## src/rtl/hse_pkg.sv

```systemverilog
package hse_pkg;

  // Depth of the command queue between the parser and the result expander.
  localparam int QUEUE_DEPTH = 4;

  // Bytes of a partial "/script" match that can be replayed.
  localparam int HOLD_LEN = 6;

  // Result kinds.
  localparam logic KIND_BODY = 1'b0;
  localparam logic KIND_END  = 1'b1;

  typedef struct packed {
    logic [7:0] data_byte;
    logic       end_of_input;
  } in_item_t;

  typedef struct packed {
    logic       kind;
    logic [7:0] body_byte;
    logic       first_of_script;
    logic       last_result;
  } out_item_t;

  // One parsed input byte, as a list of results for the back end to emit:
  // optional replay of '<' plus rep_len held bytes, optional body byte,
  // optional script-ended event, in that order.
  typedef struct packed {
    logic                     rep_en;
    logic [2:0]               rep_len;
    logic [HOLD_LEN-1:0][7:0] hold;
    logic                     byte_en;
    logic [7:0]               data;
    logic                     end_en;
    logic                     first;
  } cmd_t;

  typedef struct packed {
    logic full;
    logic empty;
  } queue_status_t;

endpackage

```

## src/rtl/hse_front.sv

```systemverilog
module hse_front (
  input  logic                  clk,
  input  logic                  rst_n,
  input  logic                  in_valid,
  input  hse_pkg::in_item_t     in_item,
  output logic                  in_stall,
  input  hse_pkg::queue_status_t q_status,
  output logic                  push,
  output hse_pkg::cmd_t         cmd
);

  localparam logic [2:0] M_SEARCH      = 3'd0;
  localparam logic [2:0] M_OPEN_SKIP   = 3'd1;
  localparam logic [2:0] M_BODY        = 3'd2;
  localparam logic [2:0] M_AFTER_LT    = 3'd3;
  localparam logic [2:0] M_HEADER_SKIP = 3'd4;
  localparam logic [2:0] M_CLOSE_SKIP  = 3'd5;

  localparam logic [2:0] TAG_LAST = 3'd6;

  localparam logic [7:0] CH_LT  = 8'h3c;
  localparam logic [7:0] CH_GT  = 8'h3e;
  localparam logic [7:0] CH_EXC = 8'h21;
  localparam logic [7:0] CH_NL  = 8'h0a;
  localparam logic [7:0] CH_S_L = 8'h73;
  localparam logic [7:0] CH_S_U = 8'h53;

  // Characters of "<script" / "<SCRIPT" at a position of the tag.
  function automatic logic [7:0] open_char(input logic upper, input logic [2:0] idx);
    logic [7:0] c;
    case (idx)
      3'd0:    c = 8'h3c;
      3'd1:    c = 8'h73;
      3'd2:    c = 8'h63;
      3'd3:    c = 8'h72;
      3'd4:    c = 8'h69;
      3'd5:    c = 8'h70;
      default: c = 8'h74;
    endcase
    if (upper && idx != 3'd0) begin
      c = c - 8'd32;
    end
    return c;
  endfunction

  // Characters of "/script".
  function automatic logic [7:0] close_char(input logic [2:0] idx);
    logic [7:0] c;
    case (idx)
      3'd0:    c = 8'h2f;
      3'd1:    c = 8'h73;
      3'd2:    c = 8'h63;
      3'd3:    c = 8'h72;
      3'd4:    c = 8'h69;
      3'd5:    c = 8'h70;
      default: c = 8'h74;
    endcase
    return c;
  endfunction

  function automatic logic [7:0] fold(input logic [7:0] c);
    return (c >= 8'h41 && c <= 8'h5a) ? c + 8'd32 : c;
  endfunction

  logic [2:0] mode_r, mode_nxt;
  logic [2:0] omc_r, omc_nxt;
  logic       upper_r, upper_nxt;
  logic [2:0] cmc_r, cmc_nxt;
  logic       started_r, started_nxt;
  logic [hse_pkg::HOLD_LEN-1:0][7:0] hold_r, hold_nxt;

  logic accept;
  logic [7:0] c;

  assign in_stall = q_status.full;
  assign accept   = in_valid && !q_status.full;
  assign c        = in_item.data_byte;

  always_comb begin
    logic [2:0] k;
    mode_nxt    = mode_r;
    omc_nxt     = omc_r;
    upper_nxt   = upper_r;
    cmc_nxt     = cmc_r;
    started_nxt = started_r;
    hold_nxt    = hold_r;
    cmd         = '0;
    cmd.first   = !started_r;
    k           = '0;

    unique case (mode_r)
      M_SEARCH: begin
        if (omc_r == 3'd0) begin
          omc_nxt = (c == CH_LT) ? 3'd1 : 3'd0;
        end else if (omc_r == 3'd1) begin
          if (c == CH_S_L) begin
            upper_nxt = 1'b0;
            omc_nxt   = 3'd2;
          end else if (c == CH_S_U) begin
            upper_nxt = 1'b1;
            omc_nxt   = 3'd2;
          end else begin
            omc_nxt = (c == CH_LT) ? 3'd1 : 3'd0;
          end
        end else if (c == open_char(upper_r, omc_r)) begin
          if (omc_r == TAG_LAST) begin
            omc_nxt  = 3'd0;
            mode_nxt = M_OPEN_SKIP;
          end else begin
            omc_nxt = omc_r + 3'd1;
          end
        end else begin
          omc_nxt = (c == CH_LT) ? 3'd1 : 3'd0;
        end
      end
      M_OPEN_SKIP: begin
        if (c == CH_GT) begin
          mode_nxt = M_BODY;
        end
      end
      M_BODY: begin
        if (c == CH_LT) begin
          mode_nxt = M_AFTER_LT;
          cmc_nxt  = 3'd0;
        end else begin
          cmd.byte_en = 1'b1;
          cmd.data    = c;
          started_nxt = 1'b1;
        end
      end
      M_AFTER_LT: begin
        k = (cmc_r > TAG_LAST) ? 3'd0 : cmc_r;
        cmc_nxt = k;
        if (k == 3'd0 && c == CH_EXC && !started_r) begin
          mode_nxt = M_HEADER_SKIP;
        end else if (fold(c) == close_char(k)) begin
          if (k == TAG_LAST) begin
            cmd.end_en  = started_r;
            started_nxt = 1'b0;
            cmc_nxt     = 3'd0;
            mode_nxt    = M_CLOSE_SKIP;
          end else begin
            hold_nxt[k] = c;
            cmc_nxt     = k + 3'd1;
          end
        end else begin
          // Failed match: replay '<' and the held prefix, then treat c as body.
          cmd.rep_en  = 1'b1;
          cmd.rep_len = k;
          started_nxt = 1'b1;
          cmc_nxt     = 3'd0;
          if (c == CH_LT) begin
            mode_nxt = M_AFTER_LT;
          end else begin
            mode_nxt    = M_BODY;
            cmd.byte_en = 1'b1;
            cmd.data    = c;
          end
        end
      end
      M_HEADER_SKIP: begin
        if (c == CH_NL) begin
          mode_nxt    = M_BODY;
          cmd.byte_en = 1'b1;
          cmd.data    = c;
          started_nxt = 1'b1;
        end
      end
      M_CLOSE_SKIP: begin
        if (c == CH_GT) begin
          mode_nxt = M_SEARCH;
        end
      end
      default: begin
        mode_nxt = M_SEARCH;
        omc_nxt  = 3'd0;
      end
    endcase

    if (in_item.end_of_input) begin
      if (mode_nxt == M_AFTER_LT && cmc_nxt != 3'd0) begin
        cmd.rep_en  = 1'b1;
        cmd.rep_len = cmc_nxt;
        started_nxt = 1'b1;
      end
      if (started_nxt) begin
        cmd.end_en = 1'b1;
      end
      mode_nxt    = M_SEARCH;
      omc_nxt     = 3'd0;
      upper_nxt   = 1'b0;
      cmc_nxt     = 3'd0;
      started_nxt = 1'b0;
    end

    cmd.hold  = hold_nxt;
    cmd.first = cmd.first && (cmd.rep_en || cmd.byte_en);
  end

  assign push = accept && (cmd.rep_en || cmd.byte_en || cmd.end_en);

  always_ff @(posedge clk) begin
    if (!rst_n) begin
      mode_r    <= M_SEARCH;
      omc_r     <= 3'd0;
      upper_r   <= 1'b0;
      cmc_r     <= 3'd0;
      started_r <= 1'b0;
    end else if (accept) begin
      mode_r    <= mode_nxt;
      omc_r     <= omc_nxt;
      upper_r   <= upper_nxt;
      cmc_r     <= cmc_nxt;
      started_r <= started_nxt;
    end
  end

  always_ff @(posedge clk) begin
    if (accept) begin
      hold_r <= hold_nxt;
    end
  end

endmodule

```

## src/rtl/hse_queue.sv

```systemverilog
module hse_queue #(
  parameter int DEPTH = hse_pkg::QUEUE_DEPTH
) (
  input  logic                   clk,
  input  logic                   rst_n,
  input  logic                   push,
  input  hse_pkg::cmd_t          push_cmd,
  input  logic                   pop,
  output hse_pkg::cmd_t          head,
  output hse_pkg::queue_status_t status
);

  localparam int PTR_W = (DEPTH > 1) ? $clog2(DEPTH) : 1;
  localparam int CNT_W = $clog2(DEPTH + 1);
  localparam logic [PTR_W-1:0] PTR_LAST = PTR_W'(DEPTH - 1);
  localparam logic [CNT_W-1:0] CNT_FULL = CNT_W'(DEPTH);

  hse_pkg::cmd_t mem_r [DEPTH];

  logic [PTR_W-1:0] wr_ptr_r, rd_ptr_r;
  logic [CNT_W-1:0] count_r;

  assign status.full  = (count_r == CNT_FULL);
  assign status.empty = (count_r == '0);
  assign head         = mem_r[rd_ptr_r];

  always_ff @(posedge clk) begin
    if (push) begin
      mem_r[wr_ptr_r] <= push_cmd;
    end
  end

  always_ff @(posedge clk) begin
    if (!rst_n) begin
      wr_ptr_r <= '0;
      rd_ptr_r <= '0;
      count_r  <= '0;
    end else begin
      if (push) begin
        wr_ptr_r <= (wr_ptr_r == PTR_LAST) ? '0 : wr_ptr_r + 1'b1;
      end
      if (pop) begin
        rd_ptr_r <= (rd_ptr_r == PTR_LAST) ? '0 : rd_ptr_r + 1'b1;
      end
      if (push && !pop) begin
        count_r <= count_r + 1'b1;
      end else if (pop && !push) begin
        count_r <= count_r - 1'b1;
      end
    end
  end

endmodule

```

## src/rtl/hse_back.sv

```systemverilog
module hse_back (
  input  logic                   clk,
  input  logic                   rst_n,
  input  hse_pkg::cmd_t          head,
  input  hse_pkg::queue_status_t q_status,
  output logic                   pop,
  output logic                   out_valid,
  output hse_pkg::out_item_t     out_item,
  input  logic                   out_stall
);

  logic [3:0] idx_r, idx_nxt;
  logic       out_valid_r;
  hse_pkg::out_item_t out_item_r, item_nxt;

  logic [3:0] rep_cnt;
  logic [3:0] total;
  logic       load;
  logic       last;
  logic [2:0] hold_idx;

  assign rep_cnt  = head.rep_en ? {1'b0, head.rep_len} + 4'd1 : 4'd0;
  assign total    = rep_cnt + {3'b0, head.byte_en} + {3'b0, head.end_en};
  assign last     = (idx_r == total - 4'd1);
  assign load     = !q_status.empty && (!out_valid_r || !out_stall);
  assign pop      = load && last;
  assign hold_idx = 3'(idx_r - 4'd1);

  always_comb begin
    item_nxt                 = '0;
    item_nxt.last_result     = last;
    item_nxt.first_of_script = head.first && (idx_r == 4'd0);
    if (idx_r < rep_cnt) begin
      item_nxt.kind      = hse_pkg::KIND_BODY;
      item_nxt.body_byte = (idx_r == 4'd0) ? 8'h3c : head.hold[hold_idx];
    end else if (head.byte_en && idx_r == rep_cnt) begin
      item_nxt.kind      = hse_pkg::KIND_BODY;
      item_nxt.body_byte = head.data;
    end else begin
      item_nxt.kind = hse_pkg::KIND_END;
    end
    idx_nxt = last ? 4'd0 : idx_r + 4'd1;
  end

  always_ff @(posedge clk) begin
    if (!rst_n) begin
      idx_r       <= 4'd0;
      out_valid_r <= 1'b0;
    end else begin
      if (load) begin
        idx_r       <= idx_nxt;
        out_valid_r <= 1'b1;
      end else if (!out_stall) begin
        out_valid_r <= 1'b0;
      end
    end
  end

  always_ff @(posedge clk) begin
    if (load) begin
      out_item_r <= item_nxt;
    end
  end

  assign out_valid = out_valid_r;
  assign out_item  = out_item_r;

endmodule

```

## src/rtl/html_script_extractor_unit.sv

```systemverilog
// Channel  | Ports                          | Transaction
// ---------+--------------------------------+---------------------------------------
// input    | in_valid, in_stall, in_item    | one HTML byte plus end-of-input flag
// output   | out_valid, out_stall, out_item | one script byte or script-ended event
//
// The parser takes one byte per cycle while the queue has room; each byte is
// classified in that cycle and queued as one command if it has any result. The
// expander drains one result per cycle unless out_stall is high; a byte can have up
// to 9 results (failed close-tag replay at end of input), which the queue absorbs.
// Reset is synchronous, active low; it clears the parser state, the queue and the
// output valid. in_stall rises only while the queue is full; out_stall holds the
// output register and lets the queue fill behind it.
module html_script_extractor_unit #(
  parameter int QUEUE_DEPTH = hse_pkg::QUEUE_DEPTH
) (
  input  logic               clk,
  input  logic               rst_n,
  input  logic               in_valid,
  input  hse_pkg::in_item_t  in_item,
  output logic               in_stall,
  output logic               out_valid,
  output hse_pkg::out_item_t out_item,
  input  logic               out_stall
);

  // Parser to queue: a command per byte that produces any result.
  logic                   q_push;
  hse_pkg::cmd_t          q_push_cmd;
  // Queue to expander: head command, advance on its last result.
  logic                   q_pop;
  hse_pkg::cmd_t          q_head;
  hse_pkg::queue_status_t q_status;

  // Front: tag matching, body/header/close-tag tracking, replay decisions.
  hse_front u_front (
    .clk      (clk),
    .rst_n    (rst_n),
    .in_valid (in_valid),
    .in_item  (in_item),
    .in_stall (in_stall),
    .q_status (q_status),
    .push     (q_push),
    .cmd      (q_push_cmd)
  );

  // Decouple the parser from the result side.
  hse_queue #(
    .DEPTH (QUEUE_DEPTH)
  ) u_queue (
    .clk      (clk),
    .rst_n    (rst_n),
    .push     (q_push),
    .push_cmd (q_push_cmd),
    .pop      (q_pop),
    .head     (q_head),
    .status   (q_status)
  );

  // Back: expand each command into its result sequence through the output register.
  hse_back u_back (
    .clk       (clk),
    .rst_n     (rst_n),
    .head      (q_head),
    .q_status  (q_status),
    .pop       (q_pop),
    .out_valid (out_valid),
    .out_item  (out_item),
    .out_stall (out_stall)
  );

  // Never push into a full queue.
  a_no_overflow : assert property (@(posedge clk) disable iff (!rst_n)
    q_push |-> !q_status.full)
    else $error("command pushed into full queue");

  // Never pop an empty queue.
  a_no_underflow : assert property (@(posedge clk) disable iff (!rst_n)
    q_pop |-> !q_status.empty)
    else $error("command popped from empty queue");

  // A script-ended event is always the last result of its byte.
  a_end_is_last : assert property (@(posedge clk) disable iff (!rst_n)
    (out_valid && out_item.kind == hse_pkg::KIND_END) |-> out_item.last_result)
    else $error("script-ended event not marked last");

  // Only a body byte can open a script.
  a_first_is_body : assert property (@(posedge clk) disable iff (!rst_n)
    (out_valid && out_item.first_of_script) |-> (out_item.kind == hse_pkg::KIND_BODY))
    else $error("first_of_script set on an event");

endmodule

```

## config.mk

```make
export PLATFORM = sky130hd
export DESIGN_NAME = html_script_extractor_unit
export DESIGN_NICKNAME = d
export VERILOG_FILES = /design/src/rtl/hse_pkg.sv /design/src/rtl/hse_front.sv /design/src/rtl/hse_queue.sv /design/src/rtl/hse_back.sv /design/src/rtl/html_script_extractor_unit.sv
export SDC_FILE = /design/constraint.sdc
export NUM_CORES = 1
export LEC_CHECK = 0
export ABC_AREA = 1
export BUFFER_PORTS_ARGS = -buffer_cell sky130_fd_sc_hd__buf_2
export CORE_MARGIN = 2
export CORE_UTILIZATION = 35
export DETAILED_ROUTE_END_ITERATION = 6
export SLEW_MARGIN = 30
export SYNTH_ARGS = -nofsm -noshare
export SYNTH_HDL_FRONTEND = slang
export SYNTH_HIERARCHICAL = 1
export SYNTH_SLANG_ARGS = --single-unit
```

## constraint.sdc

```tcl
create_clock -name clk -period 4.7 [get_ports clk]
set_input_delay 0.47 -clock clk [delete_from_list [all_inputs] [get_ports clk]]
set_output_delay 0.47 -clock clk [all_outputs]
set_load 0.1 [all_outputs]
```

==> metrics.txt <==
num rows between 70 and 80; worst r2r dst u_queue/count_r[1]$_SDFFE_PN0P_; multi-input logic area roughly 4800 um^2; Startpoint Class flip-flop; RSZ-0062 raised after global routing false; initial DRC count around 950; Pwr Total approximately 6.4 mW; status complete, no violations; final-report hold violation count 0; fin crit share between 80% and 90%; Worst-Margin Slew between 800 and 900 ps; Final min period 3880 ps; Cells after Synth 1,382; gpl congestion roughly 0.87; Post-CTS Resized 0; Die W 215 um; routed via count 10,200; core area roughly 44,000 um^2; Clock Latency Late Sink roughly 530 ps; fmax about 0.26 GHz; Clock Tree Buf Depth 3; Die H between 200 and 250 um; clock transition at the registers of the reported paths roughly 60 ps; LEAKAGE approximately 6.4 nW; mean post-synth cell area 11.2 um^2; CTS Root Cell clkbuf_16; Req. time, crit path between 5000 and 6000 ps; crit path max fanout 55; number of max-cap violations 0; hold path start out_stall; Initial DRT Pass Iterations 5; gr ovfl total 0; # DRC 0; hpwl dp about 23 mm; top-count cell post-synth edfxtp_1; Critical Path AT ~4300 ps; setup violators final 0; Slew Limit Fails 0; WS Path Type reg -> reg; Worst Setup Slack, final around 800 ps; Tot GR Track Use about 16%; Slew Limit Headroom 41.0%; commonest cells in the netlist edfxtp_1 (311), nand2_1 (227), nor2_1 (153), o21ai_0 (138), inv_1 (103); Num CTS Buffers 38; Starting Density between 30% and 40%; # IOs 26; Post-Syn Nets between 1,000 and 1,500; DIE AREA roughly 46,000 um^2; Area contributors post-synth edfxtp_1 (60%), nand2_1 (5.5%), o21ai_0 (4.4%); CTS hold repair buffers 0; layout net count 1,444; post-synth top area cell edfxtp_1; PD cells roughly 370 nW/um^2; post-synthesis sequential area ratio 63.4%; Final Core Density around two fifths; pre-CTS setup slack about 790 ps; area grow syn2layout 12.8%; ys flop type edfxtp_1; share of the synthesized area in the top cell type 60.1%; Post-CTS Setup Inserts 0; vias in the first global route ~10,000; H-tree Lvls 2; filler cell count between 4,000 and 5,000; Ys Warns 6; last element of the critical path u_queue/count_r[1]$_SDFFE_PN0P_; worst vdd ir 0.000201 V; Post-Route Skew between 10 and 15 ps; post-synthesis cell area approximately 16,000 um^2; Vias/cell 5.02; CTS tree built; synth unique cells 61; port bufs 25; R2R Setup Slk ~820 ps; initial antenna violation count 2; final wirelength around 37 mm; ys async rst share 0%; register area slightly below 10,000 um^2; CTS sink count about 340; Tightest Hold Check Type in -> reg; EDFF count, synth slightly above 300; Worst Setup End Kind flip-flop; Worst R2R Path Depth 17; number of synthesized register bits around 340; largest net degree at the start of global routing 66; WL/cell around 18 um; global-route wire length before repair roughly 58 mm; share of cells above drive strength 1 17.3%; post-route ant nets 0; setup TNS 0 ps
## sequential cells by signal, indices dropped and copies added (netlist names), named ones only
| register | cells |
|---|---|
| u_queue/mem_r | 252 |
| u_front/hold_r | 48 |
| u_back/out_item | 11 |
| u_back/idx_r | 4 |
| u_front/cmc_r | 3 |
| u_front/mode_r | 3 |
| u_front/omc_r | 3 |
| u_queue/count_r | 3 |
| u_queue/rd_ptr_r | 2 |
| u_queue/wr_ptr_r | 2 |
| u_back/out_valid | 1 |
| u_front/started_r | 1 |
| u_front/upper_r | 1 |
## per-stage QoR
step	instance area, um^2	hold slack (ps)	std cells
5_1_grt	17500	213	2028
2_1_floorplan	15500	443	1382
6_report	17500	203	2028
3_3_place_gp	16200	454	1959
3_5_place_dp	16200	459	1959
4_1_cts	17500	178	2027
## power breakdown
| part | total, mW | switching, mW | leakage, nW | internal [mW] |
|---|---|---|---|---|
| Sequential | 3.29 | 0.00600 | 3.05 | 3.28 |
| Combinational | 0.120 | 0.0937 | 2.76 | 0.0265 |
| Clock | 3.00 | 1.20 | 0.619 | 1.80 |
## cells by family after synthesis
group / after synthesis / share of synthesized area (%)
compound gates: 290 / 11.8
xor+xnor: 12 / 0.725
fa+ha+maj: 24 / 2.03
buf+inv: 183 / 5.61
flops: 336 / 63.4
mux: 8 / 0.548
simple gates: 529 / 15.9
## critical path: stages (launching register included)
cell     delay [ps]
dfxtp_4         400
inv_8           120
buf_4           580
o21ai_0         200
o22ai_2         150
ha_1            210
fa_1            430
xnor2_1         140
nand2_1          60
nor2_1          130
nand4_1         190
inv_1           130
inv_1            90
ha_1            200
inv_1            90
fa_1            420
o21ai_0         170
nor2_1           50
## area by class of cell
class | instances | share of cell area [%]
tap | 592 | 4.23
clock inverter | 26 | 1.61
clock buffer | 42 | 5.64
timing repair buffer | 45 | 2.00
antenna | 1 | 0.0143
sequential | 336 | 56.2
inverter | 123 | 2.75
multi-input combinational | 863 | 27.6
## how the worst min path moves through the flow
stage          cells after the start  slack [ps]                       endpoint
2_1_floorplan                      2         440   u_front/upper_r$_SDFFE_PN0P_
3_3_place_gp                       2         450   u_front/upper_r$_SDFFE_PN0P_
3_5_place_dp                       2         460   u_front/upper_r$_SDFFE_PN0P_
4_1_cts                            3         180  u_back/out_valid$_SDFFE_PN0P_
5_1_grt                            3         210  u_back/out_valid$_SDFFE_PN0P_
6_report                           3         200  u_back/out_valid$_SDFFE_PN0P_
## layer usage
metal | part of all wire, % | wire (um) | track usage, %
met2 | 47 | 17400 | 26.4
met3 | 5.8 | 2170 | 3.01
met1 | 45 | 16800 | 21.8
met4 | 2.4 | 886 | 5.12
met5 | 0.019 | 7 | 0
## cell usage in the layout, fill, tap and decap left out, drive strengths merged, types with 23 or more instances in the layout
| cell type | Yosys | routed |
|---|---|---|
| nand2 | 242 | 242 |
| edfxtp | 311 | 311 |
| nand3 | 40 | 40 |
| a21oi | 31 | 31 |
| o21ai | 178 | 178 |
| inv | 118 | 120 |
| buf | 42 | 45 |
| dfxtp | 25 | 25 |
| clkbuf | 18 | 42 |
| clkinv | 5 | 23 |
| nor2 | 204 | 204 |
| o22ai | 67 | 67 |
Note: power is estimated with default switching activity, not from simulation.
